### src/hw/rtl/pgm_p5_pkg.sv
`timescale 1ns / 1ps
// ----------------------------------------------------------------------------
// pgm_p5_pkg: shared types and constants of the P5 graymap deframer
// Payload structs, the parser phase enum, result kinds and the command
// format that travels from the parser front to the result back end.
// ----------------------------------------------------------------------------
package pgm_p5_pkg;

	localparam int FIELD_W    = 13;  // width of run length and dimension fields
	localparam int PIX_W      = 8;
	localparam int CFG_IDX_W  = 1;
	localparam int CFG_DATA_W = 8;
	localparam int CMDQ_DEPTH = 4;
	localparam int CMDQ_PTR_W = 2;

	// configuration register indexes
	localparam logic [CFG_IDX_W-1:0] REG_BORDER_ENABLE = 1'd0;
	localparam logic [CFG_IDX_W-1:0] REG_MARGIN_SHADE  = 1'd1;

	typedef enum logic [1:0] {
		KIND_DIMS = 2'd0,
		KIND_RUN  = 2'd1,
		KIND_ERR  = 2'd2,
		KIND_MAXV = 2'd3
	} kind_t;

	typedef enum logic [3:0] {
		PH_WAIT_P  = 4'd0,
		PH_WAIT_5  = 4'd1,
		PH_SKIP    = 4'd2,
		PH_COMMENT = 4'd3,
		PH_WIDTH   = 4'd4,
		PH_GAP1    = 4'd5,
		PH_HEIGHT  = 4'd6,
		PH_GAP2    = 4'd7,
		PH_MAXV    = 4'd8,
		PH_PIX     = 4'd9,
		PH_HALT    = 4'd10
	} phase_t;

	typedef struct packed {
		logic [PIX_W-1:0] data_byte;
		logic             frame_start;
	} in_item_t;

	typedef struct packed {
		kind_t              out_kind;
		logic [PIX_W-1:0]   pixel_value;
		logic [FIELD_W-1:0] run_length;
		logic [FIELD_W-1:0] image_width;
		logic [FIELD_W-1:0] image_height;
		logic               last;
	} res_item_t;

	// One parsed event. KIND_RUN marks a pixel byte.
	typedef struct packed {
		kind_t              kind;
		logic [PIX_W-1:0]   value;
		logic [PIX_W-1:0]   margin;
		logic [FIELD_W-1:0] width;
		logic [FIELD_W-1:0] height;
		logic               border;
		logic               left;   // margin pixel before this pixel
		logic               right;  // margin pixel after this pixel
		logic               fin;    // last pixel of the image
	} cmd_t;

endpackage

### src/hw/rtl/pgm_p5_front.sv
`timescale 1ns / 1ps
// ----------------------------------------------------------------------------
// pgm_p5_front: header parser and pixel classifier
// Takes one file byte per transaction, walks the P5 header and turns every
// byte that causes output into one command for the back end.
// ----------------------------------------------------------------------------
module pgm_p5_front #(
	parameter int MAX_DIM = 4096
) (
	input  logic                                  clk,
	input  logic                                  arst_n,
	input  logic                                  byte_valid,
	input  pgm_p5_pkg::in_item_t                  byte_item,
	output logic                                  byte_stall,
	input  logic                                  cfg_valid,
	input  logic [pgm_p5_pkg::CFG_IDX_W-1:0]      cfg_index,
	input  logic [pgm_p5_pkg::CFG_DATA_W-1:0]     cfg_data,
	input  logic                                  q_full,
	output logic                                  q_push,
	output pgm_p5_pkg::cmd_t                      q_cmd
);

	localparam int DW_RAW = $clog2(MAX_DIM + 1);
	// a lone first digit is stored unchecked, so keep room for 9
	localparam int DW = (DW_RAW < 4) ? 4 : DW_RAW;
	localparam int VW = DW + 4;

	localparam logic [7:0] CH_P    = 8'h50;
	localparam logic [7:0] CH_5    = 8'h35;
	localparam logic [7:0] CH_HASH = 8'h23;
	localparam logic [7:0] CH_0    = 8'h30;
	localparam logic [7:0] CH_9    = 8'h39;
	localparam logic [7:0] CH_SP   = 8'h20;
	localparam logic [7:0] CH_TAB  = 8'h09;
	localparam logic [7:0] CH_LF   = 8'h0A;
	localparam logic [7:0] CH_VT   = 8'h0B;
	localparam logic [7:0] CH_FF   = 8'h0C;
	localparam logic [7:0] CH_CR   = 8'h0D;

	function automatic logic is_sep(input logic [7:0] c);
		return (c == CH_SP) || (c == CH_TAB) || (c == CH_CR) || (c == CH_LF);
	endfunction

	function automatic logic is_space(input logic [7:0] c);
		return is_sep(c) || (c == CH_VT) || (c == CH_FF);
	endfunction

	function automatic logic is_digit(input logic [7:0] c);
		return (c >= CH_0) && (c <= CH_9);
	endfunction

	pgm_p5_pkg::phase_t phase_q, phase_d, phase_cur;
	logic [DW-1:0] acc_q, acc_d;
	logic [DW-1:0] width_q, width_d;
	logic [DW-1:0] height_q, height_d;
	logic [DW-1:0] col_q, col_d;
	logic [DW-1:0] row_q, row_d;
	logic          border_enable_q;
	logic [7:0]    margin_shade_q;
	logic          frame_border_q;
	logic [7:0]    frame_margin_q;
	logic          latch_frame;

	logic          accept;
	logic [7:0]    c;
	logic [VW-1:0] acc_next;
	logic          acc_ovf;
	logic [DW-1:0] col_inc, row_inc;
	logic          eol, fin;

	assign byte_stall = q_full;
	assign accept     = byte_valid && !byte_stall;
	assign c          = byte_item.data_byte;

	// acc * 10 + digit as two shifts and two adds
	assign acc_next = VW'({acc_q, 3'b000}) + VW'({acc_q, 1'b0}) + VW'(c[3:0]);
	assign acc_ovf  = acc_next > VW'(MAX_DIM);
	assign col_inc  = col_q + DW'(1);
	assign row_inc  = row_q + DW'(1);
	assign eol      = col_inc >= width_q;
	assign fin      = eol && (row_inc >= height_q);

	always_comb begin
		phase_cur   = byte_item.frame_start ? pgm_p5_pkg::PH_WAIT_P : phase_q;
		phase_d     = phase_q;
		acc_d       = acc_q;
		width_d     = width_q;
		height_d    = height_q;
		col_d       = col_q;
		row_d       = row_q;
		latch_frame = 1'b0;
		q_push      = 1'b0;
		q_cmd       = '0;
		q_cmd.kind  = pgm_p5_pkg::KIND_ERR;
		if (accept) begin
			phase_d = phase_cur;
			unique case (phase_cur)
				pgm_p5_pkg::PH_WAIT_P: begin
					if (c != CH_P) begin
						q_push  = 1'b1;
						phase_d = pgm_p5_pkg::PH_HALT;
					end else begin
						phase_d = pgm_p5_pkg::PH_WAIT_5;
					end
				end
				pgm_p5_pkg::PH_WAIT_5: begin
					if (c != CH_5) begin
						q_push  = 1'b1;
						phase_d = pgm_p5_pkg::PH_HALT;
					end else begin
						phase_d = pgm_p5_pkg::PH_SKIP;
					end
				end
				pgm_p5_pkg::PH_SKIP, pgm_p5_pkg::PH_GAP1, pgm_p5_pkg::PH_GAP2: begin
					if (phase_cur == pgm_p5_pkg::PH_SKIP && c == CH_HASH) begin
						phase_d = pgm_p5_pkg::PH_COMMENT;
					end else if (is_space(c)) begin
						phase_d = phase_cur;
					end else if (!is_digit(c)) begin
						q_push  = 1'b1;
						phase_d = pgm_p5_pkg::PH_HALT;
					end else begin
						acc_d = DW'(c[3:0]);
						if (phase_cur == pgm_p5_pkg::PH_SKIP)
							phase_d = pgm_p5_pkg::PH_WIDTH;
						else if (phase_cur == pgm_p5_pkg::PH_GAP1)
							phase_d = pgm_p5_pkg::PH_HEIGHT;
						else
							phase_d = pgm_p5_pkg::PH_MAXV;
					end
				end
				pgm_p5_pkg::PH_COMMENT: begin
					if (c == CH_CR || c == CH_LF)
						phase_d = pgm_p5_pkg::PH_SKIP;
				end
				pgm_p5_pkg::PH_WIDTH, pgm_p5_pkg::PH_HEIGHT: begin
					if (is_digit(c)) begin
						if (acc_ovf) begin
							q_push  = 1'b1;
							phase_d = pgm_p5_pkg::PH_HALT;
						end else begin
							acc_d = acc_next[DW-1:0];
						end
					end else if (!is_space(c) || acc_q == '0) begin
						q_push  = 1'b1;
						phase_d = pgm_p5_pkg::PH_HALT;
					end else if (phase_cur == pgm_p5_pkg::PH_WIDTH) begin
						width_d = acc_q;
						phase_d = pgm_p5_pkg::PH_GAP1;
					end else begin
						height_d = acc_q;
						phase_d  = pgm_p5_pkg::PH_GAP2;
					end
				end
				pgm_p5_pkg::PH_MAXV: begin
					if (is_digit(c)) begin
						if (acc_ovf) begin
							q_push  = 1'b1;
							phase_d = pgm_p5_pkg::PH_HALT;
						end else begin
							acc_d = acc_next[DW-1:0];
						end
					end else if (32'(acc_q) != 32'd255) begin
						// maxval is judged before the separator
						q_push     = 1'b1;
						q_cmd.kind = pgm_p5_pkg::KIND_MAXV;
						phase_d    = pgm_p5_pkg::PH_HALT;
					end else if (!is_sep(c)) begin
						q_push  = 1'b1;
						phase_d = pgm_p5_pkg::PH_HALT;
					end else begin
						latch_frame  = 1'b1;
						col_d        = '0;
						row_d        = '0;
						phase_d      = pgm_p5_pkg::PH_PIX;
						q_push       = 1'b1;
						q_cmd.kind   = pgm_p5_pkg::KIND_DIMS;
						q_cmd.width  = pgm_p5_pkg::FIELD_W'(width_q);
						q_cmd.height = pgm_p5_pkg::FIELD_W'(height_q);
						q_cmd.border = border_enable_q;
						q_cmd.margin = margin_shade_q;
					end
				end
				pgm_p5_pkg::PH_PIX: begin
					q_push       = 1'b1;
					q_cmd.kind   = pgm_p5_pkg::KIND_RUN;
					q_cmd.value  = c;
					q_cmd.margin = frame_margin_q;
					q_cmd.width  = pgm_p5_pkg::FIELD_W'(width_q);
					q_cmd.border = frame_border_q;
					q_cmd.left   = frame_border_q && (col_q == '0);
					q_cmd.right  = frame_border_q && eol;
					q_cmd.fin    = fin;
					col_d        = eol ? '0 : col_inc;
					row_d        = eol ? row_inc : row_q;
					if (fin)
						phase_d = pgm_p5_pkg::PH_HALT;
				end
				pgm_p5_pkg::PH_HALT: begin
					phase_d = pgm_p5_pkg::PH_HALT;
				end
				default: begin
					phase_d = pgm_p5_pkg::PH_HALT;
				end
			endcase
		end
	end

	always_ff @(posedge clk or negedge arst_n) begin
		if (!arst_n) begin
			phase_q  <= pgm_p5_pkg::PH_WAIT_P;
			acc_q    <= '0;
			width_q  <= '0;
			height_q <= '0;
			col_q    <= '0;
			row_q    <= '0;
		end else begin
			phase_q  <= phase_d;
			acc_q    <= acc_d;
			width_q  <= width_d;
			height_q <= height_d;
			col_q    <= col_d;
			row_q    <= row_d;
		end
	end

	always_ff @(posedge clk or negedge arst_n) begin
		if (!arst_n) begin
			border_enable_q <= 1'b0;
			margin_shade_q  <= 8'hFF;
			frame_border_q  <= 1'b0;
			frame_margin_q  <= 8'hFF;
		end else begin
			if (cfg_valid) begin
				unique case (cfg_index)
					pgm_p5_pkg::REG_BORDER_ENABLE: border_enable_q <= cfg_data[0];
					pgm_p5_pkg::REG_MARGIN_SHADE:  margin_shade_q  <= cfg_data;
					default: ;
				endcase
			end
			if (latch_frame) begin
				frame_border_q <= border_enable_q;
				frame_margin_q <= margin_shade_q;
			end
		end
	end

endmodule

### src/hw/rtl/pgm_p5_cmdq.sv
`timescale 1ns / 1ps
// ----------------------------------------------------------------------------
// pgm_p5_cmdq: command queue between parser and result back end
// Small register FIFO; the head entry is visible without a pop.
// ----------------------------------------------------------------------------
module pgm_p5_cmdq (
	input  logic             clk,
	input  logic             arst_n,
	input  logic             push,
	input  pgm_p5_pkg::cmd_t push_cmd,
	input  logic             pop,
	output pgm_p5_pkg::cmd_t head,
	output logic             empty,
	output logic             full
);

	localparam int PW = pgm_p5_pkg::CMDQ_PTR_W;

	pgm_p5_pkg::cmd_t mem_q [pgm_p5_pkg::CMDQ_DEPTH];
	logic [PW-1:0] wr_ptr_q, rd_ptr_q;
	logic [PW:0]   count_q;

	assign empty = count_q == '0;
	assign full  = count_q == (PW+1)'(pgm_p5_pkg::CMDQ_DEPTH);
	assign head  = mem_q[rd_ptr_q];

	always_ff @(posedge clk) begin
		if (push)
			mem_q[wr_ptr_q] <= push_cmd;
	end

	always_ff @(posedge clk or negedge arst_n) begin
		if (!arst_n) begin
			wr_ptr_q <= '0;
			rd_ptr_q <= '0;
			count_q  <= '0;
		end else begin
			if (push)
				wr_ptr_q <= wr_ptr_q + PW'(1);
			if (pop)
				rd_ptr_q <= rd_ptr_q + PW'(1);
			if (push && !pop)
				count_q <= count_q + (PW+1)'(1);
			else if (pop && !push)
				count_q <= count_q - (PW+1)'(1);
		end
	end

	a_no_overflow: assert property (@(posedge clk) disable iff (!arst_n)
		!(push && full))
		else $error("cmdq push while full");

	a_no_underflow: assert property (@(posedge clk) disable iff (!arst_n)
		!(pop && empty))
		else $error("cmdq pop while empty");

endmodule

### src/hw/rtl/pgm_p5_back.sv
`timescale 1ns / 1ps
// ----------------------------------------------------------------------------
// pgm_p5_back: result sequencer
// Expands the queue head into one to four results, one per cycle unless
// res_stall holds the output, through a registered output stage.
// ----------------------------------------------------------------------------
module pgm_p5_back (
	input  logic                  clk,
	input  logic                  arst_n,
	input  pgm_p5_pkg::cmd_t      q_head,
	input  logic                  q_empty,
	output logic                  q_pop,
	output logic                  res_valid,
	output pgm_p5_pkg::res_item_t res_item,
	input  logic                  res_stall
);

	logic                  busy_q;
	logic [3:0]            mask_q;
	logic [3:0]            mask_head, mask_cur, low, rem;
	logic [1:0]            slot;
	logic                  have, load, emit;
	logic                  res_valid_q;
	pgm_p5_pkg::res_item_t res_item_q;
	pgm_p5_pkg::res_item_t res_d;
	logic [pgm_p5_pkg::FIELD_W-1:0] row_run;

	// slot 0: left margin / dims / error, 1: pixel / top row,
	// 2: right margin, 3: bottom row
	always_comb begin
		case (q_head.kind)
			pgm_p5_pkg::KIND_RUN:
				mask_head = {q_head.fin && q_head.border, q_head.right, 1'b1, q_head.left};
			pgm_p5_pkg::KIND_DIMS:
				mask_head = {2'b00, q_head.border, 1'b1};
			default:
				mask_head = 4'b0001;
		endcase
	end

	assign mask_cur = busy_q ? mask_q : mask_head;
	assign low      = mask_cur & (~mask_cur + 4'd1);
	assign rem      = mask_cur & ~low;
	assign have     = busy_q || !q_empty;
	assign load     = !res_valid_q || !res_stall;
	assign emit     = load && have;
	assign q_pop    = emit && (rem == 4'b0000);
	assign row_run  = q_head.width + pgm_p5_pkg::FIELD_W'(2);

	always_comb begin
		if (mask_cur[0])
			slot = 2'd0;
		else if (mask_cur[1])
			slot = 2'd1;
		else if (mask_cur[2])
			slot = 2'd2;
		else
			slot = 2'd3;
	end

	always_comb begin
		res_d             = '0;
		res_d.out_kind    = pgm_p5_pkg::KIND_RUN;
		res_d.pixel_value = q_head.margin;
		res_d.run_length  = pgm_p5_pkg::FIELD_W'(1);
		unique case (slot)
			2'd0: begin
				if (q_head.kind == pgm_p5_pkg::KIND_DIMS) begin
					res_d.out_kind     = pgm_p5_pkg::KIND_DIMS;
					res_d.pixel_value  = '0;
					res_d.run_length   = '0;
					res_d.image_width  = q_head.width;
					res_d.image_height = q_head.height;
				end else if (q_head.kind != pgm_p5_pkg::KIND_RUN) begin
					res_d.out_kind    = q_head.kind;
					res_d.pixel_value = '0;
					res_d.run_length  = '0;
					res_d.last        = 1'b1;
				end
			end
			2'd1: begin
				if (q_head.kind == pgm_p5_pkg::KIND_DIMS) begin
					res_d.run_length = row_run;
				end else begin
					res_d.pixel_value = q_head.value;
					res_d.last        = q_head.fin && !q_head.border;
				end
			end
			2'd2: ;
			2'd3: begin
				res_d.run_length = row_run;
				res_d.last       = 1'b1;
			end
			default: ;
		endcase
	end

	always_ff @(posedge clk or negedge arst_n) begin
		if (!arst_n) begin
			busy_q      <= 1'b0;
			mask_q      <= '0;
			res_valid_q <= 1'b0;
		end else begin
			if (emit) begin
				busy_q <= rem != 4'b0000;
				mask_q <= rem;
			end
			if (load)
				res_valid_q <= have;
		end
	end

	always_ff @(posedge clk) begin
		if (emit)
			res_item_q <= res_d;
	end

	assign res_valid = res_valid_q;
	assign res_item  = res_item_q;

	a_busy_has_head: assert property (@(posedge clk) disable iff (!arst_n)
		busy_q |-> !q_empty)
		else $error("back end busy without a queued command");

	a_error_is_last: assert property (@(posedge clk) disable iff (!arst_n)
		(res_valid_q && (res_item_q.out_kind == pgm_p5_pkg::KIND_ERR ||
			res_item_q.out_kind == pgm_p5_pkg::KIND_MAXV)) |-> res_item_q.last)
		else $error("error result without last");

endmodule

### src/hw/rtl/pgm_p5_stream_deframer.sv
`timescale 1ns / 1ps
// ----------------------------------------------------------------------------
// pgm_p5_stream_deframer: binary graymap (P5) byte stream parser
// Parses the P5 header, reports the dimensions and streams pixels as runs,
// with an optional one-pixel margin around the image.
// ----------------------------------------------------------------------------
// The block takes one file byte per cycle while byte_stall is low; the result
// side emits one result per cycle while res_stall is low, so a pixel that
// opens or closes a row with the border on yields two or three results,
// the final one up to four, and the header's end two. A four-entry command
// queue between the parser and the result sequencer soaks up those bursts;
// when it fills, byte_stall rises until the sequencer catches up. Results
// leave through a registered stage; a stalled result holds the sequencer,
// and the parser keeps taking bytes until the queue fills. frame_start on a
// byte restarts parsing with that byte as the first of a new file.
// Configuration is taken at any time (cfg_ready is always high); the border
// enable and the margin shade register are sampled when a header completes
// and hold for that frame.
// ----------------------------------------------------------------------------
module pgm_p5_stream_deframer #(
	parameter int MAX_DIM = 4096
) (
	input  logic                               clk,
	input  logic                               arst_n,
	// byte input channel
	input  logic                               byte_valid,
	input  pgm_p5_pkg::in_item_t               byte_item,
	output logic                               byte_stall,
	// result output channel
	output logic                               res_valid,
	output pgm_p5_pkg::res_item_t              res_item,
	input  logic                               res_stall,
	// configuration write channel
	input  logic                               cfg_valid,
	output logic                               cfg_ready,
	input  logic [pgm_p5_pkg::CFG_IDX_W-1:0]   cfg_index,
	input  logic [pgm_p5_pkg::CFG_DATA_W-1:0]  cfg_data
);

	// queue between parser and sequencer
	logic             q_push, q_pop, q_empty, q_full;
	pgm_p5_pkg::cmd_t q_cmd, q_head;

	assign cfg_ready = 1'b1;

	// front: header state machine, pixel position counters, config registers
	pgm_p5_front #(
		.MAX_DIM (MAX_DIM)
	) u_front (
		.clk        (clk),
		.arst_n     (arst_n),
		.byte_valid (byte_valid),
		.byte_item  (byte_item),
		.byte_stall (byte_stall),
		.cfg_valid  (cfg_valid && cfg_ready),
		.cfg_index  (cfg_index),
		.cfg_data   (cfg_data),
		.q_full     (q_full),
		.q_push     (q_push),
		.q_cmd      (q_cmd)
	);

	pgm_p5_cmdq u_cmdq (
		.clk      (clk),
		.arst_n   (arst_n),
		.push     (q_push),
		.push_cmd (q_cmd),
		.pop      (q_pop),
		.head     (q_head),
		.empty    (q_empty),
		.full     (q_full)
	);

	// back: each command becomes one to four result transactions
	pgm_p5_back u_back (
		.clk       (clk),
		.arst_n    (arst_n),
		.q_head    (q_head),
		.q_empty   (q_empty),
		.q_pop     (q_pop),
		.res_valid (res_valid),
		.res_item  (res_item),
		.res_stall (res_stall)
	);

endmodule

### config.mk
export PLATFORM = sky130hd
export DESIGN_NAME = pgm_p5_stream_deframer
export DESIGN_NICKNAME = d
export VERILOG_FILES = /design/src/hw/rtl/pgm_p5_pkg.sv /design/src/hw/rtl/pgm_p5_front.sv /design/src/hw/rtl/pgm_p5_cmdq.sv /design/src/hw/rtl/pgm_p5_back.sv /design/src/hw/rtl/pgm_p5_stream_deframer.sv
export SDC_FILE = /design/constraint.sdc
export NUM_CORES = 1
export LEC_CHECK = 0
export ABC_AREA = 1
export BUFFER_PORTS_ARGS = -buffer_cell sky130_fd_sc_hd__buf_2
export CORE_ASPECT_RATIO = 0.8
export CORE_MARGIN = 4
export CORE_UTILIZATION = 40
export CTS_CLUSTER_SIZE = 40
export DETAILED_ROUTE_END_ITERATION = 12
export PLACE_DENSITY_LB_ADDON = 0.1
export SYNTH_ARGS = -nofsm -noshare
export SYNTH_HDL_FRONTEND = slang
export SYNTH_HIERARCHICAL = 1
export SYNTH_SLANG_ARGS = --single-unit
### constraint.sdc
create_clock -name clk -period 9 [get_ports clk]
set_clock_uncertainty 0.2 [all_clocks]
set_input_delay 1.35 -clock clk [delete_from_list [all_inputs] [get_ports clk]]
set_output_delay 1.35 -clock clk [all_outputs]
set_load 0.02 [all_outputs]
[Word-level counts from Yosys, hierarchy flattened]
Memory sizes are Yosys's and may differ from the RTL's.
Index checks and enable logic that the tools add are counted.
Operators by class
  bitwise logic cells: 10
  multiplexer cells: 79
  reductions and logical operators: 52
  $lt $le $gt $ge: 5
  eq/ne operators: 33
  add/sub/neg operators: 10
Operator list (count)
  $mux W13: 12
  $mux W35: 3
  $pmux W13 S2: 3
  $mux W4: 15
  $mux W48: 1
  $mux W22: 2
  $pmux W21 S2: 1
  $eq A8 B4 Y1 const B: 5
  $pmux W13 S3: 1
  $pmux W4 S7: 1
  $add A13 B1 Y13 const B: 2
  $ge A13 B13 Y1: 2
  $logic_not A13 Y1: 2
  $mux W1: 21
  $add A16 B14 Y17: 1
  $add A17 B4 Y17: 1
  $gt A17 B13 Y1 const B: 1
  $eq A4 B3 Y1 const B: 4
  $eq A8 B6 Y1 const B: 2
  $mux W2: 8
  $mux W8: 2
  $pmux W8 S2: 1
  $reduce_and A5 Y1: 3
  $add A13 B2 Y13 const B: 1
  other kinds (39): 94
Storage, ports and cells
  bits in writable memories: 192
  flip-flop bits (word level): 150
  bits of input ports: 23
  memories: 1
  word-level logic and storage cells: 213
  output and inout bits: 53
Memory list
  u_cmdq.mem_q: depth 4, width 48, rd ports 1, clocked after Yosys merged registers in 0, write ports 1, RTL line pgm_p5_cmdq.sv:19  | pgm_p5_pkg::cmd_t mem_q [pgm_p5_pkg::CMDQ_DEPTH];

[Logic depth before layout (Yosys ltp)]
Gate-level depths: netlist (run 1).
  depth in word-level cells: 16
  mapped depth: 26
  depth with buffers taken out: 26

[Cells and area by module]
Netlist (run 1), hierarchy kept.
By module, submodules not included
  pgm_p5_cmdq: times used 1, cells an instance 608, area each 8170.3 µm², seq. area each 5940.7 µm²
  pgm_p5_front: times used 1, cells an instance 936, area each 6557.5 µm², seq. area each 2197.1 µm²
  pgm_p5_back: times used 1, cells an instance 274, area each 2563.7 µm², seq. area each 1626.6 µm²
  pgm_p5_stream_deframer: times used 1, cells an instance 2, area each 11.3 µm², seq. area each 0.0 µm²

[Worst setup path before layout (run 1)]
No wires, ideal clock.
  path kind: input-to-reg
  start: input port byte_item[4] (netlist bit)
  end: memory u_cmdq/mem_q[0][0] (netlist bit), enable pin
  path buffers: 1
  cell stages on the path: 18
  required time: 8.398 ns
  setup time: 0.402 ns
  arrival: 4.633 ns
  slack: 3.765 ns
  path through: inv_2 fa_1 fa_1 inv_1 nand2_1 nand2_1 nand3_1 nand2_1 nand2_1 nand2_1 xor2_1 nand2_1 nand2_1 o22ai_1 a21oi_1 clkbuf_1 nand2_1 inv_1
Between the ends
  longest elaborated chain between the ends: 14
  elaborated cells on any way between the ends: 35
  those cells by class: 1 x add/sub; 3 x order compare; 9 x eq/ne; 13 x mux; 9 x reduce/logical
RTL lines
  start: declaration: RTL line pgm_p5_stream_deframer.sv:27  | input pgm_p5_pkg::in_item_t byte_item,
  parallel branches: the longest is 10 deep, another holds $add A17 B4 Y17
  $pmux W1 S6 *: RTL line pgm_p5_front.sv:97  | unique case (phase_cur)
  $mux W1 *: RTL line pgm_p5_front.sv:95  | if (accept) begin
  net q_push: RTL line pgm_p5_stream_deframer.sv:41  | logic q_push, q_pop, q_empty, q_full;
  $mux W1 *: RTL line pgm_p5_cmdq.sv:28  | if (push)
  $mux W1 (not written as such) *: RTL line pgm_p5_cmdq.sv:29  | mem_q[wr_ptr_q] <= push_cmd;
  end: declaration: RTL line pgm_p5_cmdq.sv:19
Mark *: on every way through the listed nets, which the timed path passes.

[Worst setup path in the final report (run 1)]
  start: input port byte_item[4] (netlist bit)
  end: memory u_cmdq/mem_q[0][11] (netlist bit), enable pin
The elaborated chain is that of the path after synthesis.

==> results.sh, run 1 <==
export IMPL_max_cap_viol_count=0
export IMPL_synth_ff_latch_count=341
export IMPL_fp_row_count=67
export IMPL_ant_nets=0
export IMPL_dpl_worst_slack_ns=3.00
export IMPL_htreeDepth=2
export IMPL_width_of_the_die_um=241
export IMPL_power_per_cell_area_nw_per_um2=292
export IMPL_finish_instance_area_um2=19200
export IMPL_netSwitchingFraction=0.374
export IMPL_detail_route_first_pass_iterations=5
export IMPL_synth_flop_cell="sky130_fd_sc_hd__edfxtp_1"
export IMPL_comb_power_share=0.334
export IMPL_drive_above_1_share=0.121
export IMPL_asyncSetResetFlopFracSynth=0.290
export IMPL_die_outline_area_um2=46700
export IMPL_final_common_cell="sky130_fd_sc_hd__nand2_1"
export IMPL_setup_viol=0
export IMPL_r2r_end="u_cmdq/mem_q[0][11]$_DFFE_PP_"
export IMPL_detailed_route_drc_error_count=0
export IMPL_synth_lib_cells_used_distinct=50
export IMPL_first_global_vias=11700
export IMPL_totalNegativeSetupSlack_ns=0
export IMPL_detail_route_wl_per_cell_um=16.5
export IMPL_reg2reg_depth=18
export IMPL_cts_root_buffer_cell="sky130_fd_sc_hd__clkbuf_16"
export IMPL_final_hold_violation_count=0
export IMPL_critPathCaptureType="register"
export IMPL_count_of_boundary_i_o_pins=76
export IMPL_dp_hpwl_mm=28.6
export IMPL_setup_worst_path_end="u_cmdq/mem_q[0][11]$_DFFE_PP_"
export IMPL_syn_cell_area_um2=17300
export IMPL_grt_first_pass_wirelength_mm=65.1
export IMPL_clk_insertion_delay_late_ns=0.54
export IMPL_cts_tree="done"
export IMPL_min_period_over_period=0.610
export IMPL_syn_area_per_cell_um2=9.51
export IMPL_total_area_of_multi_input_combinational_cells_um2=5950
export IMPL_outcome="completed"
export IMPL_holdCritPathClass="register to register"
export IMPL_filler_cell_count=4081
export IMPL_synth_warnings=6
export IMPL_clock_sinks=341
export IMPL_number_of_max_slew_violations_in_the_final_report=0
export IMPL_port_buffers=74
export IMPL_clkTransAtPathRegs_ns=0.06
export IMPL_origin_of_the_worst_setup_path="byte_item[4]"
export IMPL_cts_hold_fix_buffers=0
export IMPL_start_kind="input pin"
export IMPL_cellInternalPower_uw=3520
export IMPL_syn_num_nets=1906
export IMPL_final_net_count=1971
export IMPL_critical_path_reg2reg_startpoint="u_front/acc_q[0]$_DFFE_PN0P_"
export IMPL_sequential_cell_area_um2=9770
export IMPL_grt_start_max_net_pins=77
export IMPL_post_cts_resized_instances=0
export IMPL_rrSetupSlack_ns=3.90
export IMPL_mostFrequentLayoutCells="sky130_fd_sc_hd__nand2_1, sky130_fd_sc_hd__inv_1, sky130_fd_sc_hd__edfxtp_1"
export IMPL_seqPwrFrac=0.394
export IMPL_detail_route_iter0_violations=752
export IMPL_portion_of_the_post_synthesis_area_used_by_sequential_elements=0.564
export IMPL_cts_setup_buffers=0
export IMPL_dr_total_vias=12200
export IMPL_postPlaceCellArea_um2=18000
export IMPL_required_ns=8.97
export IMPL_cts_made_buffers=38
export IMPL_drt_total_wl_mm=40.7
export IMPL_clock_path_buffers=3
export IMPL_total_power_uw=5610
export IMPL_antenna_found_initial=0
export IMPL_post_route_worst_setup_slack_ns=3.51
export IMPL_synthesis_instances=1820
export IMPL_start_util=0.409
export IMPL_grt_setup_unrepaired="false"
export IMPL_critPathKind="input pin to register"
export IMPL_cp_data_arrival_time_ns=5.46
export IMPL_gpl_final_weighted_congestion=0.861
export IMPL_switchingPower_uw=2100
export IMPL_clkPwrFrac=0.271
export IMPL_cp_max_fo=30
export IMPL_peakVddDrop_mv=0.129
export IMPL_maxClockFrequency_mhz=182
export IMPL_leakagePower_uw=0.00848
export IMPL_die_h_um=194
export IMPL_num_antenna_cells=0
export IMPL_tightest_slew_ns=1.01
export IMPL_synth_edf_count=242
export IMPL_track_usage=0.175
export IMPL_design_core_area_um2=42300
export IMPL_slew_headroom=0.329
export IMPL_global_route_overflow_total=0
export IMPL_vias_per_cell=4.93
export IMPL_areaGrowthSynthToFinish_pct=11.1
export IMPL_min_period_ns=5.49
-- sequential cells by signal, indices dropped and copies added (netlist names) --
signal and cells:
u_back/busy_q 1, u_back/mask_q 3, u_back/res_item 50, u_back/res_valid 1, u_cmdq/count_q 3, u_cmdq/mem_q 192
u_cmdq/rd_ptr_q 2, u_cmdq/wr_ptr_q 2, u_front/acc_q 13, u_front/border_enable_q 1, u_front/col_q 13, u_front/frame_border_q 1
u_front/frame_margin_q 8, u_front/height_q 13, u_front/margin_shade_q 8, u_front/phase_q 4, u_front/row_q 13, u_front/width_q 13
-- layer usage --
metal / track usage / share of wire / wire, um / vias up
met5: 0 / 0 / 0 / -
met4: 0.0436 / 0.020 / 799 / 0
met3: 0.0253 / 0.039 / 1590 / 54
met2: 0.268 / 0.44 / 17800 / 194
met1: 0.264 / 0.50 / 20500 / 5749
li1: - / - / - / 6156
-- power groups by stage --
stage,Sequential [uW],Clock [uW],Combinational (uW)
finish,2210,1520,1880
global route,2250,1650,2130
CTS,2220,1580,1910
detailed placement,2250,0,1910
global placement,2240,0,1890
floorplan,2330,0,1360
-- through the flow --
stage	util	instances	hold slack, ns
3_5_place_dp	0.425	2397	0.271
2_1_floorplan	-	1820	0.250
6_report	0.454	2467	0.280
5_1_grt	0.454	2467	0.304
4_1_cts	0.454	2467	0.281
3_3_place_gp	0.425	2397	0.267
-- cell type report --
class,count,area share
clock buffer,50,0.0534
clock inverter,20,0.00996
inverter,303,0.0592
multi-input combinational,1116,0.310
sequential,341,0.508
tap,552,0.0359
timing repair buffer,85,0.0237
-- critical path: stages --
cell and delay (ns):
sky130_fd_sc_hd__buf_2 0.12, sky130_fd_sc_hd__inv_2 0.08, sky130_fd_sc_hd__fa_1 0.52, sky130_fd_sc_hd__fa_1 0.47, sky130_fd_sc_hd__inv_1 0.09, sky130_fd_sc_hd__nand2_1 0.06
sky130_fd_sc_hd__nand2_1 0.07, sky130_fd_sc_hd__nand3_1 0.11, sky130_fd_sc_hd__nand2_1 0.11, sky130_fd_sc_hd__nand2_1 0.05, sky130_fd_sc_hd__nand2_1 0.07, sky130_fd_sc_hd__xor2_1 0.18
sky130_fd_sc_hd__nand2_1 0.11, sky130_fd_sc_hd__nand2_1 0.16, sky130_fd_sc_hd__o22ai_1 0.09, sky130_fd_sc_hd__a21oi_1 0.71, sky130_fd_sc_hd__nand2_1 0.15, sky130_fd_sc_hd__inv_2 0.41
sky130_fd_sc_hd__buf_4 0.51
-- synth_stat cells, types with 2 or more instances --
library cell | n | area share
sky130_fd_sc_hd__nand2_1 | 492 | 0.11
sky130_fd_sc_hd__inv_1 | 273 | 0.059
sky130_fd_sc_hd__edfxtp_1 | 242 | 0.42
sky130_fd_sc_hd__nor2_1 | 121 | 0.026
sky130_fd_sc_hd__dfrtp_1 | 83 | 0.12
sky130_fd_sc_hd__o211ai_1 | 78 | 0.034
sky130_fd_sc_hd__ha_1 | 60 | 0.043
sky130_fd_sc_hd__nand3_1 | 57 | 0.016
sky130_fd_sc_hd__o21ai_1 | 56 | 0.016
sky130_fd_sc_hd__a21oi_1 | 47 | 0.014
sky130_fd_sc_hd__o21ai_0 | 40 | 0.012
sky130_fd_sc_hd__nor3_1 | 31 | 0.0090
sky130_fd_sc_hd__inv_2 | 28 | 0.0061
sky130_fd_sc_hd__nand4_1 | 28 | 0.010
sky130_fd_sc_hd__xor2_1 | 26 | 0.013
sky130_fd_sc_hd__buf_6 | 22 | 0.014
sky130_fd_sc_hd__o211ai_2 | 18 | 0.013
sky130_fd_sc_hd__dfstp_2 | 16 | 0.024
sky130_fd_sc_hd__buf_2 | 14 | 0.0040
sky130_fd_sc_hd__clkbuf_1 | 13 | 0.0028
sky130_fd_sc_hd__buf_4 | 10 | 0.0043
sky130_fd_sc_hd__nand2_2 | 7 | 0.0025
sky130_fd_sc_hd__nand3b_1 | 6 | 0.0026
sky130_fd_sc_hd__nor2_2 | 5 | 0.0018
sky130_fd_sc_hd__o31ai_1 | 5 | 0.0022
sky130_fd_sc_hd__xnor2_1 | 5 | 0.0025
sky130_fd_sc_hd__nor2_4 | 4 | 0.0026
sky130_fd_sc_hd__fa_1 | 3 | 0.0035
sky130_fd_sc_hd__nor4_1 | 3 | 0.0011
sky130_fd_sc_hd__o22ai_1 | 3 | 0.0011
sky130_fd_sc_hd__and2_1 | 2 | 0.00072
sky130_fd_sc_hd__mux2_1 | 2 | 0.0013
sky130_fd_sc_hd__o221ai_1 | 2 | 0.0010
sky130_fd_sc_hd__or2_2 | 2 | 0.00072
-- cell families after synthesis --
logic type      after synthesis  share of synthesized area
simple gates                763                      0.184
flops                       341                      0.564
buf+inv                     363                     0.0915
fa+ha+maj                    63                     0.0469
xor+xnor                     31                     0.0157
compound gates              256                     0.0960
mux                           2                    0.00130
other cells                   1                   0.000217
-- worst min-delay path by stage --
stage                                               start                                     to  slack (ns)  depth (start not counted)
floorplan                    u_back/mask_q[3]$_DFFE_PN0P_           u_back/mask_q[3]$_DFFE_PN0P_        0.25                          2
detailed placement           u_back/mask_q[3]$_DFFE_PN0P_           u_back/mask_q[3]$_DFFE_PN0P_        0.27                          2
global placement             u_back/mask_q[3]$_DFFE_PN0P_           u_back/mask_q[3]$_DFFE_PN0P_        0.27                          2
finish                       u_back/mask_q[3]$_DFFE_PN0P_           u_back/mask_q[3]$_DFFE_PN0P_        0.28                          2
global route        u_front/frame_margin_q[4]$_DFFE_PN1P_  u_front/frame_margin_q[4]$_DFFE_PN1P_        0.30                          2
CTS                 u_front/margin_shade_q[5]$_DFFE_PN1P_  u_front/margin_shade_q[5]$_DFFE_PN1P_        0.28                          2
Power figures use the tool's default switching activity.
==> run 2, diff against run 1 <==
ABC_AREA = 0   (was 1)
clock period = 5.5 ns   (was 9 ns; I/O delays follow)
==> run 2 against run 1 <==
  * Critical path depth unchanged
  * Combinational power increased by 26%
  * Area after synthesis decreased by 6.7%
  * Global-route usage decreased by 0.47 points
  * Register-to-register slack got worse by 3.1 ns
  * Cell count decreased by 26%
  * Sequential share of layout area increased by 2.2 points
==> results.sh, run 2 <==
export IMPL_post_route_worst_setup_slack_ns=0.781
export IMPL_sequential_cell_area_um2=9770
export IMPL_timing_critical_path_max_delay_family="adder cells"
export IMPL_dr_total_vias=9627
export IMPL_post_cts_resized_instances=0
export IMPL_cts_made_buffers=37
export IMPL_clock_path_buffers=3
export IMPL_required_ns=5.75
export IMPL_maxClockFrequency_mhz=212
export IMPL_final_net_count=1337
export IMPL_total_area_of_multi_input_combinational_cells_um2=5900
export IMPL_cts_hold_fix_buffers=0
export IMPL_crit_path_max_incr_delay_ns=0.54
export IMPL_die_h_um=188
export IMPL_drt_total_wl_mm=37.1
export IMPL_htreeDepth=2
export IMPL_die_outline_area_um2=43600
export IMPL_min_period_over_period=0.858
export IMPL_clock_sinks=341
export IMPL_synth_ff_latch_count=341
export IMPL_start_util=0.407
export IMPL_totalNegativeSetupSlack_ns=0
export IMPL_final_hold_violation_count=0
export IMPL_cts_root_buffer_cell="sky130_fd_sc_hd__clkbuf_16"
export IMPL_critPathBufInv=4
export IMPL_clk_insertion_delay_late_ns=0.53
export IMPL_holdCritPathClass="input pin to async pin"
export IMPL_synth_top_area_cell="sky130_fd_sc_hd__edfxtp_1"
export IMPL_outcome="completed"
export IMPL_vias_per_cell=5.30
export IMPL_gpl_final_weighted_congestion=0.859
export IMPL_num_antenna_cells=0
export IMPL_grt_start_max_net_pins=66
export IMPL_worst_path_max_delay_cell="sky130_fd_sc_hd__fa_1"
export IMPL_fp_row_count=65
export IMPL_peakVddDrop_mv=0.260
export IMPL_critical_path_cell_chain="buf_2 > inv_1 > fa_1 > fa_1 > nand2b_1 > a21boi_0 > or3_1 > a211oi_1 > and4_1 > a31o_2 > a31o_2 > a31oi_1 > buf_4 > ha_1 > inv_1 > fa_1 > xor2_1 > nor2_1 > xor2_1"
export IMPL_width_of_the_die_um=233
export IMPL_synth_edf_count=242
export IMPL_critPathKind="input pin to register"
export IMPL_synth_area_top_cells="sky130_fd_sc_hd__edfxtp_1, sky130_fd_sc_hd__dfrtp_1, sky130_fd_sc_hd__mux4_2, sky130_fd_sc_hd__ha_1, sky130_fd_sc_hd__mux2_2"
export IMPL_cp_max_fo=8
export IMPL_detailed_route_drc_error_count=0
export IMPL_global_route_overflow_total=0
export IMPL_track_usage=0.171
export IMPL_mostFrequentLayoutCells="sky130_fd_sc_hd__edfxtp_1, sky130_fd_sc_hd__nor2_1, sky130_fd_sc_hd__dfrtp_1"
export IMPL_cell_types_with_the_highest_counts_after_synthesis="sky130_fd_sc_hd__edfxtp_1, sky130_fd_sc_hd__dfrtp_1, sky130_fd_sc_hd__nor2_1, sky130_fd_sc_hd__nand2_1, sky130_fd_sc_hd__ha_1"
export IMPL_synth_lib_cells_used_distinct=77
export IMPL_synth_top_cell_area_share=0.450
export IMPL_antenna_found_initial=1
export IMPL_port_buffers=74
export IMPL_dp_hpwl_mm=25.6
export IMPL_cts_setup_buffers=0
export IMPL_rrSetupSlack_ns=0.80
export IMPL_detail_route_wl_per_cell_um=20.4
export IMPL_max_cap_viol_count=0
export IMPL_first_global_vias=9681
export IMPL_clkPwrFrac=0.309
export IMPL_detail_route_first_pass_iterations=5
export IMPL_power_per_cell_area_nw_per_um2=462
export IMPL_detail_route_iter0_violations=661
export IMPL_seqPwrFrac=0.414
export IMPL_critical_path_reg2reg_startpoint="u_front/acc_q[0]$_DFFE_PN0P_"
export IMPL_count_of_boundary_i_o_pins=76
export IMPL_cellInternalPower_uw=5820
export IMPL_design_core_area_um2=39600
export IMPL_min_period_ns=4.72
export IMPL_post_synth_top_count_cell="sky130_fd_sc_hd__edfxtp_1"
export IMPL_syn_cell_area_um2=16100
export IMPL_dpl_worst_slack_ns=0.270
export IMPL_cp_data_arrival_time_ns=4.97
export IMPL_synthesis_instances=1164
export IMPL_synth_warnings=6
export IMPL_tightest_slew_ns=1.13
export IMPL_portion_of_the_post_synthesis_area_used_by_sequential_elements=0.605
export IMPL_slew_headroom=0.239
export IMPL_synth_flop_cell="sky130_fd_sc_hd__edfxtp_1"
export IMPL_final_core_utilization=0.466
export IMPL_grt_first_pass_wirelength_mm=58.0
export IMPL_ant_nets=0
export IMPL_drive_above_1_share=0.233
export IMPL_final_common_cell="sky130_fd_sc_hd__edfxtp_1"
export IMPL_cp_common_cell="sky130_fd_sc_hd__fa_1"
export IMPL_register_with_the_highest_flop_count="u_cmdq/mem_q"
export IMPL_leakagePower_uw=0.00712
export IMPL_number_of_max_slew_violations_in_the_final_report=0
export IMPL_syn_area_per_cell_um2=13.9
export IMPL_switchingPower_uw=2700
export IMPL_critPathCaptureType="register"
export IMPL_syn_num_nets=1250
export IMPL_reg2reg_depth=18
export IMPL_largest_register_ff_count=192
export IMPL_r2r_end="u_cmdq/count_q[2]$_DFFE_PN0P_"
export IMPL_comb_power_share=0.277
export IMPL_cts_tree="done"
export IMPL_netSwitchingFraction=0.317
export IMPL_start_kind="input pin"
export IMPL_grt_setup_unrepaired="false"
export IMPL_asyncSetResetFlopFracSynth=0.290
export IMPL_filler_cell_count=3560
export IMPL_areaGrowthSynthToFinish_pct=14.3
export IMPL_clkTransAtPathRegs_ns=0.06
export IMPL_setup_viol=0
[run 2: layout make-up]
cell class	count	area share
Inverter	53	0.0108
Clock inverter	23	0.0153
Clock buffer	45	0.0563
Tap cell	536	0.0364
Timing Repair Buffer	95	0.0315
Sequential cell	341	0.530
Multi-Input combinational cell	723	0.320
[run 2: worst max path at each step]
stage,from,to,slack (ns),cells past startpoint
4_1_cts,u_front/acc_q[0]$_DFFE_PN0P_,u_cmdq/count_q[2]$_DFFE_PN0P_,0.80,18
3_3_place_gp,byte_item[4],u_cmdq/count_q[2]$_DFFE_PN0P_,0.36,19
6_report,byte_item[4],u_cmdq/count_q[2]$_DFFE_PN0P_,0.78,19
2_1_floorplan,byte_item[4],u_cmdq/mem_q[1][0]$_DFFE_PP_,0.17,12
3_5_place_dp,byte_item[4],u_cmdq/count_q[2]$_DFFE_PN0P_,0.27,19
5_1_grt,u_front/acc_q[0]$_DFFE_PN0P_,u_cmdq/count_q[2]$_DFFE_PN0P_,0.45,18
[run 2: layer usage]
layer,wire length [um],up-vias,global-route usage
li1,-,4571,-
met1,18900,4828,0.269
met2,16200,183,0.250
met3,1560,43,0.0296
met4,541,2,0.0329
met5,8,-,0
[run 2: kinds of logic after synthesis]
logic type               after synthesis  share of synthesized area
flip-flops                           341                      0.605
multiplexers                         112                      0.111
adder cells (fa/ha/maj)               64                     0.0509
other                                  1                   0.000232
buffers and inverters                100                     0.0314
AO/OA/AOI/OAI                        158                     0.0687
AND/OR/NAND/NOR                      344                      0.109
XOR/XNOR                              44                     0.0239
[run 2: stage by stage]
step	instance area, um2	instances	hold slack, ns	total power [uW]
after CTS	18400	1816	0.245	8640
after global placement	17100	1748	0.280	5960
after global routing	18400	1816	0.297	9010
after detailed placement	17100	1748	0.285	5970
final	18400	1816	0.236	8520
after floorplan	16100	1164	0.256	5350
[run 2: power by group through the flow]
stage               clock network [uW]  logic, uW  registers (uW)
floorplan                            0       1730            3630
global placement                     0       2380            3580
detailed placement                   0       2370            3590
CTS                               2720       2390            3540
global route                      2840       2580            3590
finish                            2640       2360            3530
==> run 3, diff against run 2 <==
clock period = 4.6 ns   (was 5.5 ns; I/O delays follow)
==> run 3 against run 2 <==
  * Final area grew 1.6%
  * Via count grew 2.8%
  * Setup slack lost 0.51 ns
  * Clock power grew 17%
  * Critical endpoint unchanged
==> results.sh, run 3 (synthesis results as in run 2) <==
export IMPL_leakagePower_uw=0.00730
export IMPL_detailed_route_drc_error_count=0
export IMPL_detail_route_first_pass_iterations=5
export IMPL_detail_route_wl_per_cell_um=20.5
export IMPL_first_global_vias=9784
export IMPL_peakVddDrop_mv=0.249
export IMPL_post_place_cells=1785
export IMPL_grt_setup_unrepaired="false"
export IMPL_cts_made_buffers=38
export IMPL_holdCritPathClass="input pin to async pin"
export IMPL_register_with_the_highest_flop_count="u_cmdq/mem_q"
export IMPL_cts_root_buffer_cell="sky130_fd_sc_hd__clkbuf_16"
export IMPL_power_per_cell_area_nw_per_um2=550
export IMPL_grt_first_pass_wirelength_mm=59.3
export IMPL_clock_path_buffers=3
export IMPL_track_usage=0.175
export IMPL_htreeDepth=2
export IMPL_worst_path_max_delay_cell="sky130_fd_sc_hd__fa_1"
export IMPL_gpl_final_weighted_congestion=0.825
export IMPL_detail_route_iter0_violations=774
export IMPL_final_cell_count_no_fill=1856
export IMPL_start_kind="register"
export IMPL_dr_total_vias=9899
export IMPL_ant_nets=0
export IMPL_port_buffers=74
export IMPL_num_antenna_cells=0
export IMPL_final_common_cell="sky130_fd_sc_hd__edfxtp_1"
export IMPL_fp_row_count=65
export IMPL_critPathCaptureType="register"
export IMPL_cts_tree="done"
export IMPL_filler_cell_count=3495
export IMPL_drive_above_1_share=0.252
export IMPL_global_route_overflow_total=0
export IMPL_clock_sinks=341
export IMPL_areaGrowthSynthToFinish_pct=16.1
export IMPL_totalNegativeSetupSlack_ns=0
export IMPL_setup_viol=0
export IMPL_critPathKind="register to register"
export IMPL_min_period_ns=4.33
export IMPL_die_h_um=188
export IMPL_fin_worst_hold_slack_ns=0.0414
export IMPL_count_of_boundary_i_o_pins=76
export IMPL_grt_start_max_net_pins=57
export IMPL_timing_critical_path_max_delay_family="adder cells"
export IMPL_final_hold_violation_count=0
export IMPL_slew_headroom=0.398
export IMPL_cp_common_cell="sky130_fd_sc_hd__fa_1"
export IMPL_antenna_found_initial=2
export IMPL_vias_per_cell=5.33
export IMPL_drt_total_wl_mm=38.1
export IMPL_outcome="completed"
export IMPL_dp_hpwl_mm=27.0
export IMPL_design_core_area_um2=39600
export IMPL_start_util=0.407
export IMPL_maxClockFrequency_mhz=231
export IMPL_clk_insertion_delay_late_ns=0.54
export IMPL_number_of_max_slew_violations_in_the_final_report=0
export IMPL_largest_register_ff_count=192
export IMPL_cts_hold_fix_buffers=0
export IMPL_min_period_over_period=0.941
export IMPL_die_outline_area_um2=43600
export IMPL_cp_max_fo=3
export IMPL_max_cap_viol_count=0
export IMPL_tightest_slew_ns=0.897
export IMPL_mostFrequentLayoutCells="sky130_fd_sc_hd__edfxtp_1, sky130_fd_sc_hd__nor2_1, sky130_fd_sc_hd__dfrtp_1"
export IMPL_critPathBufInv=2
export IMPL_total_power_uw=10300
export IMPL_cp_data_arrival_time_ns=4.58
export IMPL_crit_path_max_incr_delay_ns=0.53
export IMPL_width_of_the_die_um=233
export IMPL_clkTransAtPathRegs_ns=0.06
export IMPL_required_ns=4.85
export IMPL_critical_path_cell_chain="inv_1 > fa_1 > fa_1 > nand2b_1 > a21oi_2 > or2_2 > o211ai_1 > and4_1 > a31o_2 > a31o_2 > a31oi_4 > ha_4 > inv_1 > fa_1 > xor2_1 > nor2_1 > xor2_1"
export IMPL_final_net_count=1377
[run 3: cell types whose count changed in the layout (fill, tap and decap cells not counted), moves of 2 or more]
cell,delta
sky130_fd_sc_hd__buf_12,+2
sky130_fd_sc_hd__clkinvlp_4,-3
sky130_fd_sc_hd__clkbuf_1,+8
sky130_fd_sc_hd__buf_4,+37
sky130_fd_sc_hd__clkbuf_8,-4
[run 3: per-stage QoR]
step | worst slack (ns) | area (um2) | util
floorplan | 0.0239 | 16200 | -
global placement | -0.199 | 17400 | 0.440
detailed placement | -0.280 | 17400 | 0.440
CTS | 0.165 | 18700 | 0.472
global route | 0.0319 | 18700 | 0.473
finish | 0.272 | 18700 | 0.473
[run 3: final cells by class]
class	count	area, um2	share of cell area
multi-input cells	723	5930	0.317
well taps	536	671	0.0358
flip-flops and latches	341	9770	0.521
clock inverters	20	251	0.0134
inverters	53	199	0.0106
clock buffers	49	1010	0.0541
repair buffers	134	898	0.0479
[run 3: path summary, 6_finish.rpt]
| check | cells past startpoint | slack, ns | to | start |
|---|---|---|---|---|
| max | 17 | 0.27 | u_cmdq/count_q[2]$_DFFE_PN0P_ | u_front/acc_q[2]$_DFFE_PN0P_ |
| min | 1 | 0.04 | u_front/col_q[7]$_DFFE_PN0P_ | arst_n |
| max reg2reg | 17 | 0.27 | u_cmdq/count_q[2]$_DFFE_PN0P_ | u_front/acc_q[2]$_DFFE_PN0P_ |
| min reg2reg | 1 | 0.30 | u_cmdq/count_q[2]$_DFFE_PN0P_ | u_cmdq/count_q[2]$_DFFE_PN0P_ |
| max in group asynchronous | 2 | 3.23 | u_front/height_q[9]$_DFFE_PN0P_ | arst_n |
| min in group clk | 2 | 0.19 | u_front/margin_shade_q[7]$_DFFE_PN1P_ | cfg_data[7] |
[run 3: timing repair]
| item | 4_1_cts | 5_1_grt |
|---|---|---|
| buffers inserted | 0 | 2 |
| endpoints found under the setup margin | 0 | 1 |
| resized for setup | 0 | 4 |
[run 3: per-layer routing]
layer	up-vias	track usage	share of wire
met3	52	0.0324	0.052
li1	4649	-	-
met4	4	0.0391	0.015
met1	4976	0.273	0.49
met5	-	0	0.00058
met2	218	0.256	0.44
[run 3: report_power, final]
| group | switching [uW] | internal [uW] |
|---|---|---|
| clock network | 1220 | 1850 |
| logic | 1760 | 1300 |
| registers | 304 | 3870 |
